## config.mk

```make
export PLATFORM = sky130hd
export DESIGN_NAME = multi_bitmap_intersect_decode_flat
export DESIGN_NICKNAME = d
export VERILOG_FILES = /design/src/hdl/mbid_pkg.sv /design/src/hdl/mbid_in_if.sv /design/src/hdl/mbid_out_if.sv /design/src/hdl/mbid_ctrl.sv /design/src/hdl/mbid_dp.sv /design/src/hdl/multi_bitmap_intersect_decode.sv /design/src/flat_wrapper.sv
export SDC_FILE = /design/constraint.sdc
export NUM_CORES = 1
export LEC_CHECK = 0
export ABC_CLOCK_PERIOD_IN_PS = 12200
export BUFFER_PORTS_ARGS = -buffer_cell sky130_fd_sc_hd__buf_4
export CORE_MARGIN = 4
export CORE_UTILIZATION = 56
export DETAILED_ROUTE_END_ITERATION = 10
export HOLD_SLACK_MARGIN = 0.12
export PLACE_DENSITY = 0.85
export RECOVER_POWER = 100
export SYNTH_ARGS = -nofsm -noshare
export SYNTH_HDL_FRONTEND = slang
export SYNTH_SLANG_ARGS = --single-unit
```

## constraint.sdc

```tcl
create_clock -name clk -period 12.2 [get_ports clk]
set_input_delay 0.61 -clock clk [delete_from_list [all_inputs] [get_ports clk]]
set_output_delay 0.61 -clock clk [all_outputs]
set_load 0.005 [all_outputs]
```

## src/hdl/mbid_pkg.sv

```systemverilog
// Shared constants and control types for the multi-bitmap intersect decoder.
// No dependencies; every other file of the block refers to this package.
package mbid_pkg;

    localparam int WORD_W      = 64;
    localparam int BIT_W       = 6;
    localparam int WIDX_W      = WORD_W - BIT_W;
    localparam int BYTE_W      = 8;
    localparam int BYTE_SEL_W  = 3;
    localparam int LEAD_W      = 3;

    localparam int MAX_MAPS    = 16;
    localparam int MAP_COUNT_W = 5;
    localparam int MAP_CNT_W   = $clog2(MAX_MAPS + 1);
    localparam int CMP_W       = (MAP_CNT_W > MAP_COUNT_W) ? MAP_CNT_W : MAP_COUNT_W;

    localparam int CFG_IDX_W   = 2;
    localparam int CFG_DATA_W  = 64;

    localparam logic [CFG_IDX_W-1:0] REG_MAP_COUNT  = CFG_IDX_W'(0);
    localparam logic [CFG_IDX_W-1:0] REG_BASE_VALUE = CFG_IDX_W'(1);

    localparam logic [MAP_COUNT_W-1:0] MAP_COUNT_RST = MAP_COUNT_W'(2);

    typedef struct packed {
        logic                  in_ready;
        logic                  first;
        logic                  close;
        logic                  restart;
        logic                  emit;
        logic [BYTE_SEL_W-1:0] byte_sel;
    } ctrl_cmd_t;

    typedef struct packed {
        logic                 in_valid;
        logic                 in_last;
        logic [MAP_CNT_W-1:0] eff_maps;
        logic                 close_zero;
        logic                 byte_hit;
        logic                 rest_zero;
        logic                 out_free;
    } dp_status_t;

endpackage

```

## src/hdl/mbid_in_if.sv

```systemverilog
// Input channel of the intersect decoder: one bitmap word and its run-end flag.
// Depends on mbid_pkg for the word width.
interface mbid_in_if;
    logic                        valid;
    logic                        ready;
    logic [mbid_pkg::WORD_W-1:0] word;
    logic                        last_word;

    modport source (output valid, output word, output last_word, input ready);
    modport sink (input valid, input word, input last_word, output ready);
endinterface

```

## src/hdl/mbid_out_if.sv

```systemverilog
// Output channel of the intersect decoder: one decoded value and its end flag.
// Depends on mbid_pkg for the word width.
interface mbid_out_if;
    logic                        valid;
    logic                        ready;
    logic [mbid_pkg::WORD_W-1:0] value;
    logic                        last_of_word;

    modport source (output valid, output value, output last_of_word, input ready);
    modport sink (input valid, input value, input last_of_word, output ready);
endinterface

```

## src/hdl/mbid_ctrl.sv

```systemverilog
// Sequencer of the intersect decoder: map counting, position close and byte scan.
// Depends on mbid_pkg for the command and status types.
module mbid_ctrl (
    input  logic                 clk,
    input  logic                 rst_n,
    input  mbid_pkg::dp_status_t status,
    output mbid_pkg::ctrl_cmd_t  cmd
);

    localparam logic ST_ACCEPT = 1'b0;
    localparam logic ST_DECODE = 1'b1;

    logic                            state_reg;
    logic                            state_next;
    logic [mbid_pkg::MAP_CNT_W-1:0]  map_cnt_reg;
    logic [mbid_pkg::MAP_CNT_W-1:0]  map_cnt_next;
    logic [mbid_pkg::BYTE_SEL_W-1:0] byte_idx_reg;
    logic [mbid_pkg::BYTE_SEL_W-1:0] byte_idx_next;
    logic [mbid_pkg::MAP_CNT_W-1:0]  cnt_inc;
    logic                            take;
    logic                            close;

    always_comb
    begin
        cnt_inc = map_cnt_reg + mbid_pkg::MAP_CNT_W'(1);
        take    = status.in_valid && (state_reg == ST_ACCEPT);
        close   = take && ((cnt_inc >= status.eff_maps) || status.in_last);

        state_next    = state_reg;
        map_cnt_next  = map_cnt_reg;
        byte_idx_next = byte_idx_reg;

        cmd.in_ready = (state_reg == ST_ACCEPT);
        cmd.first    = (map_cnt_reg == '0);
        cmd.close    = close;
        cmd.restart  = status.in_last;
        cmd.emit     = 1'b0;
        cmd.byte_sel = byte_idx_reg;

        case (state_reg)
            ST_ACCEPT:
            begin
                if (take)
                begin
                    if (close)
                    begin
                        map_cnt_next  = '0;
                        byte_idx_next = '0;
                        if (!status.close_zero)
                        begin
                            state_next = ST_DECODE;
                        end
                    end
                    else
                    begin
                        map_cnt_next = cnt_inc;
                    end
                end
            end
            ST_DECODE:
            begin
                if (status.out_free)
                begin
                    if (status.byte_hit)
                    begin
                        cmd.emit = 1'b1;
                        if (status.rest_zero)
                        begin
                            state_next = ST_ACCEPT;
                        end
                    end
                    else
                    begin
                        byte_idx_next = byte_idx_reg + mbid_pkg::BYTE_SEL_W'(1);
                    end
                end
            end
            default:
            begin
                state_next = ST_ACCEPT;
            end
        endcase
    end

    always_ff @(posedge clk or negedge rst_n)
    begin
        if (!rst_n)
        begin
            state_reg    <= ST_ACCEPT;
            map_cnt_reg  <= '0;
            byte_idx_reg <= '0;
        end
        else
        begin
            state_reg    <= state_next;
            map_cnt_reg  <= map_cnt_next;
            byte_idx_reg <= byte_idx_next;
        end
    end

endmodule

```

## src/hdl/mbid_dp.sv

```systemverilog
// Datapath of the intersect decoder: config registers, AND accumulator,
// decode word, byte-wise leading-one search and output register.
// Depends on mbid_pkg and on the mbid_in_if / mbid_out_if interfaces.
module mbid_dp (
    input  logic                                clk,
    input  logic                                rst_n,
    input  logic                                cfg_write,
    input  logic [mbid_pkg::CFG_IDX_W-1:0]      cfg_index,
    input  logic [mbid_pkg::CFG_DATA_W-1:0]     cfg_data,
    mbid_in_if.sink                             in_ch,
    mbid_out_if.source                          out_ch,
    input  mbid_pkg::ctrl_cmd_t                 cmd,
    output mbid_pkg::dp_status_t                status
);

    logic [mbid_pkg::MAP_COUNT_W-1:0] map_count_reg;
    logic [mbid_pkg::WORD_W-1:0]      base_reg;
    logic [mbid_pkg::WORD_W-1:0]      acc_reg;
    logic [mbid_pkg::WORD_W-1:0]      acc_next;
    logic [mbid_pkg::WIDX_W-1:0]      widx_reg;
    logic [mbid_pkg::WORD_W-1:0]      bits_reg;
    logic [mbid_pkg::WORD_W-1:0]      bits_clr;
    logic [mbid_pkg::WORD_W-1:0]      offset_reg;
    logic                             out_valid_reg;
    logic [mbid_pkg::WORD_W-1:0]      out_value_reg;
    logic                             out_last_reg;

    logic                             take;
    logic [mbid_pkg::CMP_W-1:0]       count_ext;
    logic [mbid_pkg::MAP_CNT_W-1:0]   eff;
    logic [mbid_pkg::BYTE_W-1:0]      cur_byte;
    logic [mbid_pkg::LEAD_W-1:0]      lead;
    logic [mbid_pkg::BIT_W-1:0]       bit_pos;
    logic [mbid_pkg::BIT_W-1:0]       delta;

    assign take      = in_ch.valid && cmd.in_ready;
    assign in_ch.ready = cmd.in_ready;

    // Effective map count: zero acts as one, anything above the maximum is clamped.
    always_comb
    begin
        count_ext = mbid_pkg::CMP_W'(map_count_reg);
        if (map_count_reg == '0)
        begin
            eff = mbid_pkg::MAP_CNT_W'(1);
        end
        else if (count_ext > mbid_pkg::CMP_W'(mbid_pkg::MAX_MAPS))
        begin
            eff = mbid_pkg::MAP_CNT_W'(mbid_pkg::MAX_MAPS);
        end
        else
        begin
            eff = mbid_pkg::MAP_CNT_W'(count_ext);
        end
    end

    assign acc_next = cmd.first ? in_ch.word : (acc_reg & in_ch.word);

    // Bytes are scanned from the most significant one, since bit 63 is offset 0.
    always_comb
    begin
        cur_byte = bits_reg[{~cmd.byte_sel, 3'b000} +: mbid_pkg::BYTE_W];
        lead     = '0;
        for (int i = 0; i < mbid_pkg::BYTE_W; i++)
        begin
            if (cur_byte[i])
            begin
                lead = mbid_pkg::LEAD_W'(i);
            end
        end
        bit_pos  = {~cmd.byte_sel, lead};
        delta    = {cmd.byte_sel, ~lead};
        bits_clr = bits_reg & ~(mbid_pkg::WORD_W'(1) << bit_pos);
    end

    always_comb
    begin
        status.in_valid   = in_ch.valid;
        status.in_last    = in_ch.last_word;
        status.eff_maps   = eff;
        status.close_zero = (acc_next == '0);
        status.byte_hit   = (cur_byte != '0);
        status.rest_zero  = (bits_clr == '0);
        status.out_free   = !out_valid_reg || out_ch.ready;
    end

    always_ff @(posedge clk or negedge rst_n)
    begin
        if (!rst_n)
        begin
            map_count_reg <= mbid_pkg::MAP_COUNT_RST;
            base_reg      <= '0;
            widx_reg      <= '0;
            out_valid_reg <= 1'b0;
        end
        else
        begin
            if (cfg_write && (cfg_index == mbid_pkg::REG_MAP_COUNT))
            begin
                map_count_reg <= cfg_data[mbid_pkg::MAP_COUNT_W-1:0];
            end
            if (cfg_write && (cfg_index == mbid_pkg::REG_BASE_VALUE))
            begin
                base_reg <= cfg_data[mbid_pkg::WORD_W-1:0];
            end
            if (cmd.close)
            begin
                widx_reg <= cmd.restart ? '0 : widx_reg + mbid_pkg::WIDX_W'(1);
            end
            if (cmd.emit)
            begin
                out_valid_reg <= 1'b1;
            end
            else if (out_ch.ready)
            begin
                out_valid_reg <= 1'b0;
            end
        end
    end

    always_ff @(posedge clk)
    begin
        if (take)
        begin
            acc_reg <= acc_next;
        end
        if (cmd.close)
        begin
            bits_reg   <= acc_next;
            offset_reg <= base_reg + {widx_reg, {mbid_pkg::BIT_W{1'b0}}};
        end
        else if (cmd.emit)
        begin
            bits_reg <= bits_clr;
        end
        if (cmd.emit)
        begin
            out_value_reg <= offset_reg + mbid_pkg::WORD_W'(delta);
            out_last_reg  <= (bits_clr == '0);
        end
    end

    assign out_ch.valid        = out_valid_reg;
    assign out_ch.value        = out_value_reg;
    assign out_ch.last_of_word = out_last_reg;

endmodule

```

## src/hdl/multi_bitmap_intersect_decode.sv

```systemverilog
// Top level of the multi-bitmap intersect decoder.
// Depends on mbid_pkg, mbid_in_if, mbid_out_if, mbid_ctrl and mbid_dp.

// The block takes bitmap words one per cycle, all maps of one word position
// in map order, and ANDs them; when the position closes (the configured map
// count is reached, or last_word is seen) it decodes the surviving bits into
// values base_value + word_index*64 + offset, where bit 63 of a word is
// offset 0, emitting them in ascending order with last_of_word on the final
// one. A closed position with a nonzero intersection holds the input for its
// decode, which scans the 64-bit result a byte at a time from the top byte:
// it emits one value per set bit and steps past each byte ahead of the byte
// that holds the last set bit, whether that byte was zero from the start or
// has just been emptied, and it waits while the output is stalled.
// A position whose intersection is zero is not decoded and does not hold
// the input. The decode rate is set by the byte-scan sequencer in
// mbid_ctrl and the single output register in mbid_dp, which lets the sink
// stall without losing a value. Configuration is written through cfg_write,
// cfg_index and cfg_data: index 0 is map_count from cfg_data[4:0] (reset 2,
// zero acts as one, 17 to 31 act as 16), index 1 is base_value (reset 0);
// other indexes are ignored. Write configuration only while the block is idle.
module multi_bitmap_intersect_decode (
    input  logic                            clk,
    input  logic                            rst_n,
    input  logic                            cfg_write,
    input  logic [mbid_pkg::CFG_IDX_W-1:0]  cfg_index,
    input  logic [mbid_pkg::CFG_DATA_W-1:0] cfg_data,
    mbid_in_if.sink                         in_ch,
    mbid_out_if.source                      out_ch
);

    // Commands from the sequencer into the datapath, status back the other way.
    mbid_pkg::ctrl_cmd_t  cmd;
    mbid_pkg::dp_status_t status;

    mbid_ctrl u_ctrl (
        .clk    (clk),
        .rst_n  (rst_n),
        .status (status),
        .cmd    (cmd)
    );

    // The datapath owns both channels: it drives ready from the sequencer's
    // command and presents every decoded value from its output register.
    mbid_dp u_dp (
        .clk       (clk),
        .rst_n     (rst_n),
        .cfg_write (cfg_write),
        .cfg_index (cfg_index),
        .cfg_data  (cfg_data),
        .in_ch     (in_ch),
        .out_ch    (out_ch),
        .cmd       (cmd),
        .status    (status)
    );

endmodule
```

## src/flat_wrapper.sv

```systemverilog
// flat-port wrapper written by rule: the top's interface ports become plain ports
module multi_bitmap_intersect_decode_flat 
  (clk, rst_n, cfg_write, cfg_index, cfg_data, in_ch_valid, in_ch_word, in_ch_last_word, in_ch_ready, out_ch_valid, out_ch_value, out_ch_last_of_word, out_ch_ready);
  mbid_in_if in_ch_i ();
  mbid_out_if out_ch_i ();
  input  logic clk;
  input  logic rst_n;
  input  logic cfg_write;
  input  logic [mbid_pkg::CFG_IDX_W-1:0] cfg_index;
  input  logic [mbid_pkg::CFG_DATA_W-1:0] cfg_data;
  input wire logic [$bits(in_ch_i.valid)-1:0] in_ch_valid;
  input wire logic [$bits(in_ch_i.word)-1:0] in_ch_word;
  input wire logic [$bits(in_ch_i.last_word)-1:0] in_ch_last_word;
  output wire logic [$bits(in_ch_i.ready)-1:0] in_ch_ready;
  output wire logic [$bits(out_ch_i.valid)-1:0] out_ch_valid;
  output wire logic [$bits(out_ch_i.value)-1:0] out_ch_value;
  output wire logic [$bits(out_ch_i.last_of_word)-1:0] out_ch_last_of_word;
  input wire logic [$bits(out_ch_i.ready)-1:0] out_ch_ready;
  assign in_ch_i.valid = in_ch_valid;
  assign in_ch_i.word = in_ch_word;
  assign in_ch_i.last_word = in_ch_last_word;
  assign in_ch_ready = in_ch_i.ready;
  assign out_ch_valid = out_ch_i.valid;
  assign out_ch_value = out_ch_i.value;
  assign out_ch_last_of_word = out_ch_i.last_of_word;
  assign out_ch_i.ready = out_ch_ready;
  multi_bitmap_intersect_decode u_core (.clk(clk), .rst_n(rst_n), .cfg_write(cfg_write), .cfg_index(cfg_index), .cfg_data(cfg_data), .in_ch(in_ch_i), .out_ch(out_ch_i));
endmodule
```

# Yosys cells after proc, flatten, opt, wreduce, memory -nomap -nowiden
# Cells that the tools add are included.
# word_totals
regBits,394
elab_cells,80
inputBits,136
# op_classes
magnitude_cmp,2
bitwise,6
mux,31
n_shift,2
n_addsub,5
eq_ne,5
n_reduce_logical,17
# op_table
operator,n
$mux 64,3
$and 64x64->64,2
$logic_not 64->1,2
$add 64x6->64,1
$add 64x64->64,1
$not 64->64,1
$shiftx 64x7->8,1
$shl 1x6->64 const A,1
$add 58x1->58 const B,1
$mux 58,1
$mux 3,10
$mux 5,3
$mux 1,12
$logic_not 5->1,2
$reduce_bool 8->1,1
$ne 2x1->1 const B,3
$not 3->3,2
$pmux 3 s2,1
$add 5x1->5 const B,1
$ge 5x5->1,1
$gt 5x5->1 const B,1
$logic_and 1x1->1,4
$reduce_and 4->1,1
$reduce_bool 2->1,2
9 further kinds,10

# Depth between registers and ports, before layout
# depth
ltp_word,17
ltp_mapped,17
mapped_depth_nobuf,15

# Cells and area by module
# A second synthesis with hierarchy kept.
# hier_totals
hier_cells,1878
area_unflattened_um2,21227.9
# modules_own_cells
mod,instances,cells_each,area_each_um2,seq_area_each_um2
mbid_dp,1,1808,20579.7,10921.7
mbid_ctrl,1,70,648.1,225.2

# Worst setup path before layout
# Ideal clock, no wire load.
# synth_timing
path_kind,register to register
start,register u_core.u_ctrl.byte_idx_reg[0] in the netlist's numbering
end,"register u_core.u_dp.bits_reg[0] in the netlist's numbering, enable pin"
setup_time_ns,0.394
path_buffers,3
arrival_time_ns,5.820
setup_slack_ns,5.986
stages_incl_launch_ff,10
required_ns,11.806
path_cell_list,dfrtp_1 > buf_6 > buf_12 > buf_4 > o21ai_0 > o22ai_1 > o21ai_2 > or3_1 > nor2b_1 > or2_2
# synth_rtl
item,line,source
"start, declared",mbid_ctrl.sv:17,logic [mbid_pkg::BYTE_SEL_W-1:0] byte_idx_reg;
"start signal, assigned",mbid_ctrl.sv:97,byte_idx_reg <= byte_idx_next;
"end signal, assigned",mbid_dp.sv:129,bits_reg <= acc_next;
"end signal, assigned",mbid_dp.sv:134,bits_reg <= bits_clr;
"end, declared",mbid_dp.sv:21,logic [mbid_pkg::WORD_W-1:0] bits_reg;

# Final worst setup path
# layout_timing
start,"register u_core.u_dp.map_count_reg, in the netlist u_core.u_dp.count_ext[1]"
end,"register u_core.u_dp.bits_reg[25] in the netlist's numbering, enable pin"
# layout_between
elab_chain_cells,7
# layout_lines
item,line,source
"start, declared",mbid_dp.sv:16,logic [mbid_pkg::MAP_COUNT_W-1:0] map_count_reg;
"start signal, assigned",mbid_dp.sv:91,map_count_reg <= mbid_pkg::MAP_COUNT_RST;
"start signal, assigned",mbid_dp.sv:100,map_count_reg <= cfg_data[mbid_pkg::MAP_COUNT_W-1:0];
$gt 5x5->1,mbid_dp.sv:47,else if (count_ext > mbid_pkg::CMP_W'(mbid_pkg::MAX_MAPS))
$mux 5,mbid_dp.sv:47,
$mux 5 (*),mbid_dp.sv:43,if (map_count_reg == '0)
$ge 5x5->1 (*),mbid_ctrl.sv:27,close = take && ((cnt_inc >= status.eff_maps) || status.in_last);
$logic_or 1x1->1 (*),mbid_ctrl.sv:27,
$logic_and 1x1->1 (*),mbid_ctrl.sv:27,
$reduce_bool 2->1 (no line) (*),--,
# Mark *: on every way between the ends. The rest lies on a longest branch, timed or not.
# A chain may end at the register's enable or synchronous reset.

==> impl_metrics.ini <==
[clock_tree]
hold_buffers = 0
clock_latency_ps = 570
cts_tree = built
clock-sinks = 394
cts.reportedPaths.clkPinSlew_ps = 60
htreeDepth = 2
clock-root-buffer = clkbuf_16
clockBufferDepth = 3
cts_setup_buffers = 0
cts_buffers = 41
ctsResizeCount = 0

[die]
die_y_microns = 203.0
design.core.area_sq_um = 37580
initial_core_util_pct = 56.66
rows = 71
io_pins = 203
die_w_microns = 203.0
dieArea_sq_um = 41200

[power]
p_leak_nw = 9.965
power.total_mw = 3.363
ir_drop_mv = 0.1135
powerDensity_nw_per_um2 = 137.7

[place]
gp_congestion = 0.9400
post_dp_cell_area_sq_um = 23200
dp_hpwl_microns = 41790
port_buffers = 202

[detailed_routing]
drtPass1Iterations = 6
drcViolationCount = 0
drt_iter0_drc = 1378
viasPerCell = 6.093
postRouteAntennaNets = 0
wl_per_cell_microns = 21.09
via_count = 16350
finalWirelength_microns = 56600

[timing]
hold_slack_ps = 270.1
worstMarginPinSlew_ps = 4675
max_freq_ghz = 0.1301
setup_viol = 0
fin_skew_ps = 24.19
slew_viol_final = 756
period_needed_ps = 7684
rsz0062_at_grt = no
fin_setup_tns_ps = 0
hold_viol_final = 0
max-slew-margin-rel_pct = -211.7
fin_crit_sh_pct = 62.98

[global_routing]
grt_use_total_pct = 26.90
grt_pass1_vias = 16400
grt_pass1_wl_microns = 88580
grt_max_degree = 84
overflow = 0
antenna_found_initial = 0

[synthesis]
synth_compound_area_share_pct = 13.86
synth-edff-count = 257
synthMuxAreaShare_pct = 5.982
synthXorXnorAreaFrac_pct = 6.541
ys_warn_count = 0
synth_nets = 2178
synth_top_family_by_area = compound AO/OA/AOI/OAI gates
synth-adder-area-share_pct = 4.372
synth_top_cell_area_share_pct = 36.25
dominantRegCellSynth = edfxtp_1
synth_seq_cells = 394
synth.most_common_cell = edfxtp_1
seq_area_frac_synth_pct = 52.35
synth_area_sq_um = 21290
synth-simple-area-share_pct = 13.20
synth_top_cells_by_count = edfxtp_1, o21ai_0, nand2_1, dfrtp_1, inv_1
synthCells = 1969
yosys.area.top_type = edfxtp_1
async_flop_share_pct = 34.77
avgSynthCellArea_sq_um = 10.81
synth.top_cells.by_area = edfxtp_1, dfrtp_1, o21ai_0
synth.distinct_cells = 83

[cells_and_area]
n_antenna_cell = 0
drive_gt1_share_pct = 16.16
area_growth_syn_to_layout_pct = 14.69
nets = 2349
fill_cells = 2857
final_area_sq_um = 24420

[critical_path]
startpoint_type = flop
cp_cell_sequence = nor3_1 -> nor2_1 -> nor2_1 -> ha_1 -> nand2b_1 -> a21o_1 -> a21o_1 -> a21o_1 -> a211o_1 -> nand2_1 -> clkinvlp_2 -> or2_0 -> clkbuf_1
max_stage_delay_ps = 2010
arrival_ps = 7700
rr_worst_depth = 13
cp_max_fo = 79
slowest_stage = clkinvlp_2
crit_type = reg -> reg
cp_common_cell = a21o_1
end_kind = flop
cp_data_required_time_ps = 12210

[outcome]
outcome = finished with violations
failed_checks = capacitance limit, slew limit

[min_path]
hold_path_class = in -> reg
holdPathStages = 2

[run]
max-cap-violations = 13
==> layer usage <==
| layer | vias up | part of all wire (%) | global-route usage (%) |
|---|---|---|---|
| met5 | - | 0 | 0 |
| met4 | 0 | 5.0 | 12.22 |
| met3 | 145 | 6.5 | 4.392 |
| met2 | 685 | 48 | 45.26 |
| met1 | 7899 | 40 | 34.47 |
| li1 | 7619 | - | - |
==> power breakdown <==
group	switching, mW	total (mW)	leakage, nW	internal [mW]
Combinational	0.299	0.524	5.20	0.225
Sequential	0.0603	1.58	4.12	1.51
Clock	0.527	1.26	0.646	0.737
==> area by class of cell <==
class / count / area (sq um) / share of cell area (%)
Inverter: 111 / 417.9 / 1.711
Sequential cell: 394 / 11150 / 45.65
Multi-Input combinational cell: 1377 / 9351 / 38.29
Tap cell: 511 / 639.4 / 2.618
Timing Repair Buffer: 215 / 1520 / 6.225
Clock inverter: 22 / 220.2 / 0.9018
Clock buffer: 53 / 1124 / 4.601
==> layout by cell type, fill, tap and decap left out, types with 6 or more instances in the layout <==
| cell type | n |
|---|---|
| a211oi_1 | 9 |
| a21o_1 | 40 |
| a21oi_1 | 84 |
| a31oi_1 | 12 |
| and2_1 | 8 |
| and3_1 | 34 |
| and4_1 | 8 |
| buf_4 | 133 |
| clkbuf_1 | 34 |
| clkbuf_16 | 43 |
| clkbuf_4 | 57 |
| clkinv_1 | 9 |
| clkinv_2 | 6 |
| dfrtp_1 | 136 |
| edfxtp_1 | 257 |
| ha_1 | 72 |
| inv_1 | 107 |
| mux2_2 | 75 |
| mux2i_1 | 14 |
| mux4_2 | 11 |
| nand2_1 | 156 |
| nand2b_1 | 18 |
| nand3_1 | 76 |
| nand4_1 | 66 |
| nor2_1 | 105 |
| nor2b_1 | 13 |
| nor3_1 | 24 |
| nor4_1 | 14 |
| o211ai_1 | 22 |
| o21a_1 | 19 |
| o21ai_0 | 205 |
| o21bai_1 | 9 |
| o22ai_1 | 6 |
| o32ai_1 | 7 |
| or3_1 | 17 |
| or4_1 | 6 |
| xnor2_1 | 99 |
| xor2_1 | 60 |
==> path summary, 6_finish.rpt <==
path	start	end	slack, ps
setup / recovery	u_core.u_dp.count_ext[1]	u_core.u_dp.bits_reg[25]	4520
hold / removal	cfg_data[18]	u_core.u_dp.base_reg[18]	270
setup reg to reg	u_core.u_dp.count_ext[1]	u_core.u_dp.bits_reg[25]	4520
hold reg to reg	u_core.u_dp.base_reg[1]	u_core.u_dp.offset_reg[1]	460
max in group asynchronous	rst_n	u_core.u_dp.widx_reg[50]	6140
min in group asynchronous	rst_n	u_core.u_ctrl.byte_idx_reg[0]	1690
==> worst max-delay path: cells and delay by family (launching register included) <==
kind            cells  cell delay (ps)
fa+ha+maj           1              260
simple gates        6             2280
compound gates      4              960
flops               1              550
buf+inv             2             3030
==> per-stage QoR <==
step | util (%) | worst slack, ps | std cells
after floorplan | - | 5986 | 1969
after global placement | 61.73 | 7447 | 2608
after detailed placement | 61.73 | 7265 | 2608
after CTS | 65.31 | 7272 | 2683
after global routing | 64.99 | 4016 | 2683
final | 64.99 | 4516 | 2683
==> cells by family (layout without fill, tap and decap cells) <==
| group | Yosys count | after routing |
|---|---|---|
| compound gates | 477 | 477 |
| fa+ha+maj | 74 | 74 |
| mux | 103 | 103 |
| simple gates | 564 | 564 |
| xor+xnor | 159 | 159 |
| buf+inv | 198 | 401 |
| flops | 394 | 394 |
Note: power is estimated with default switching activity, not from simulation.
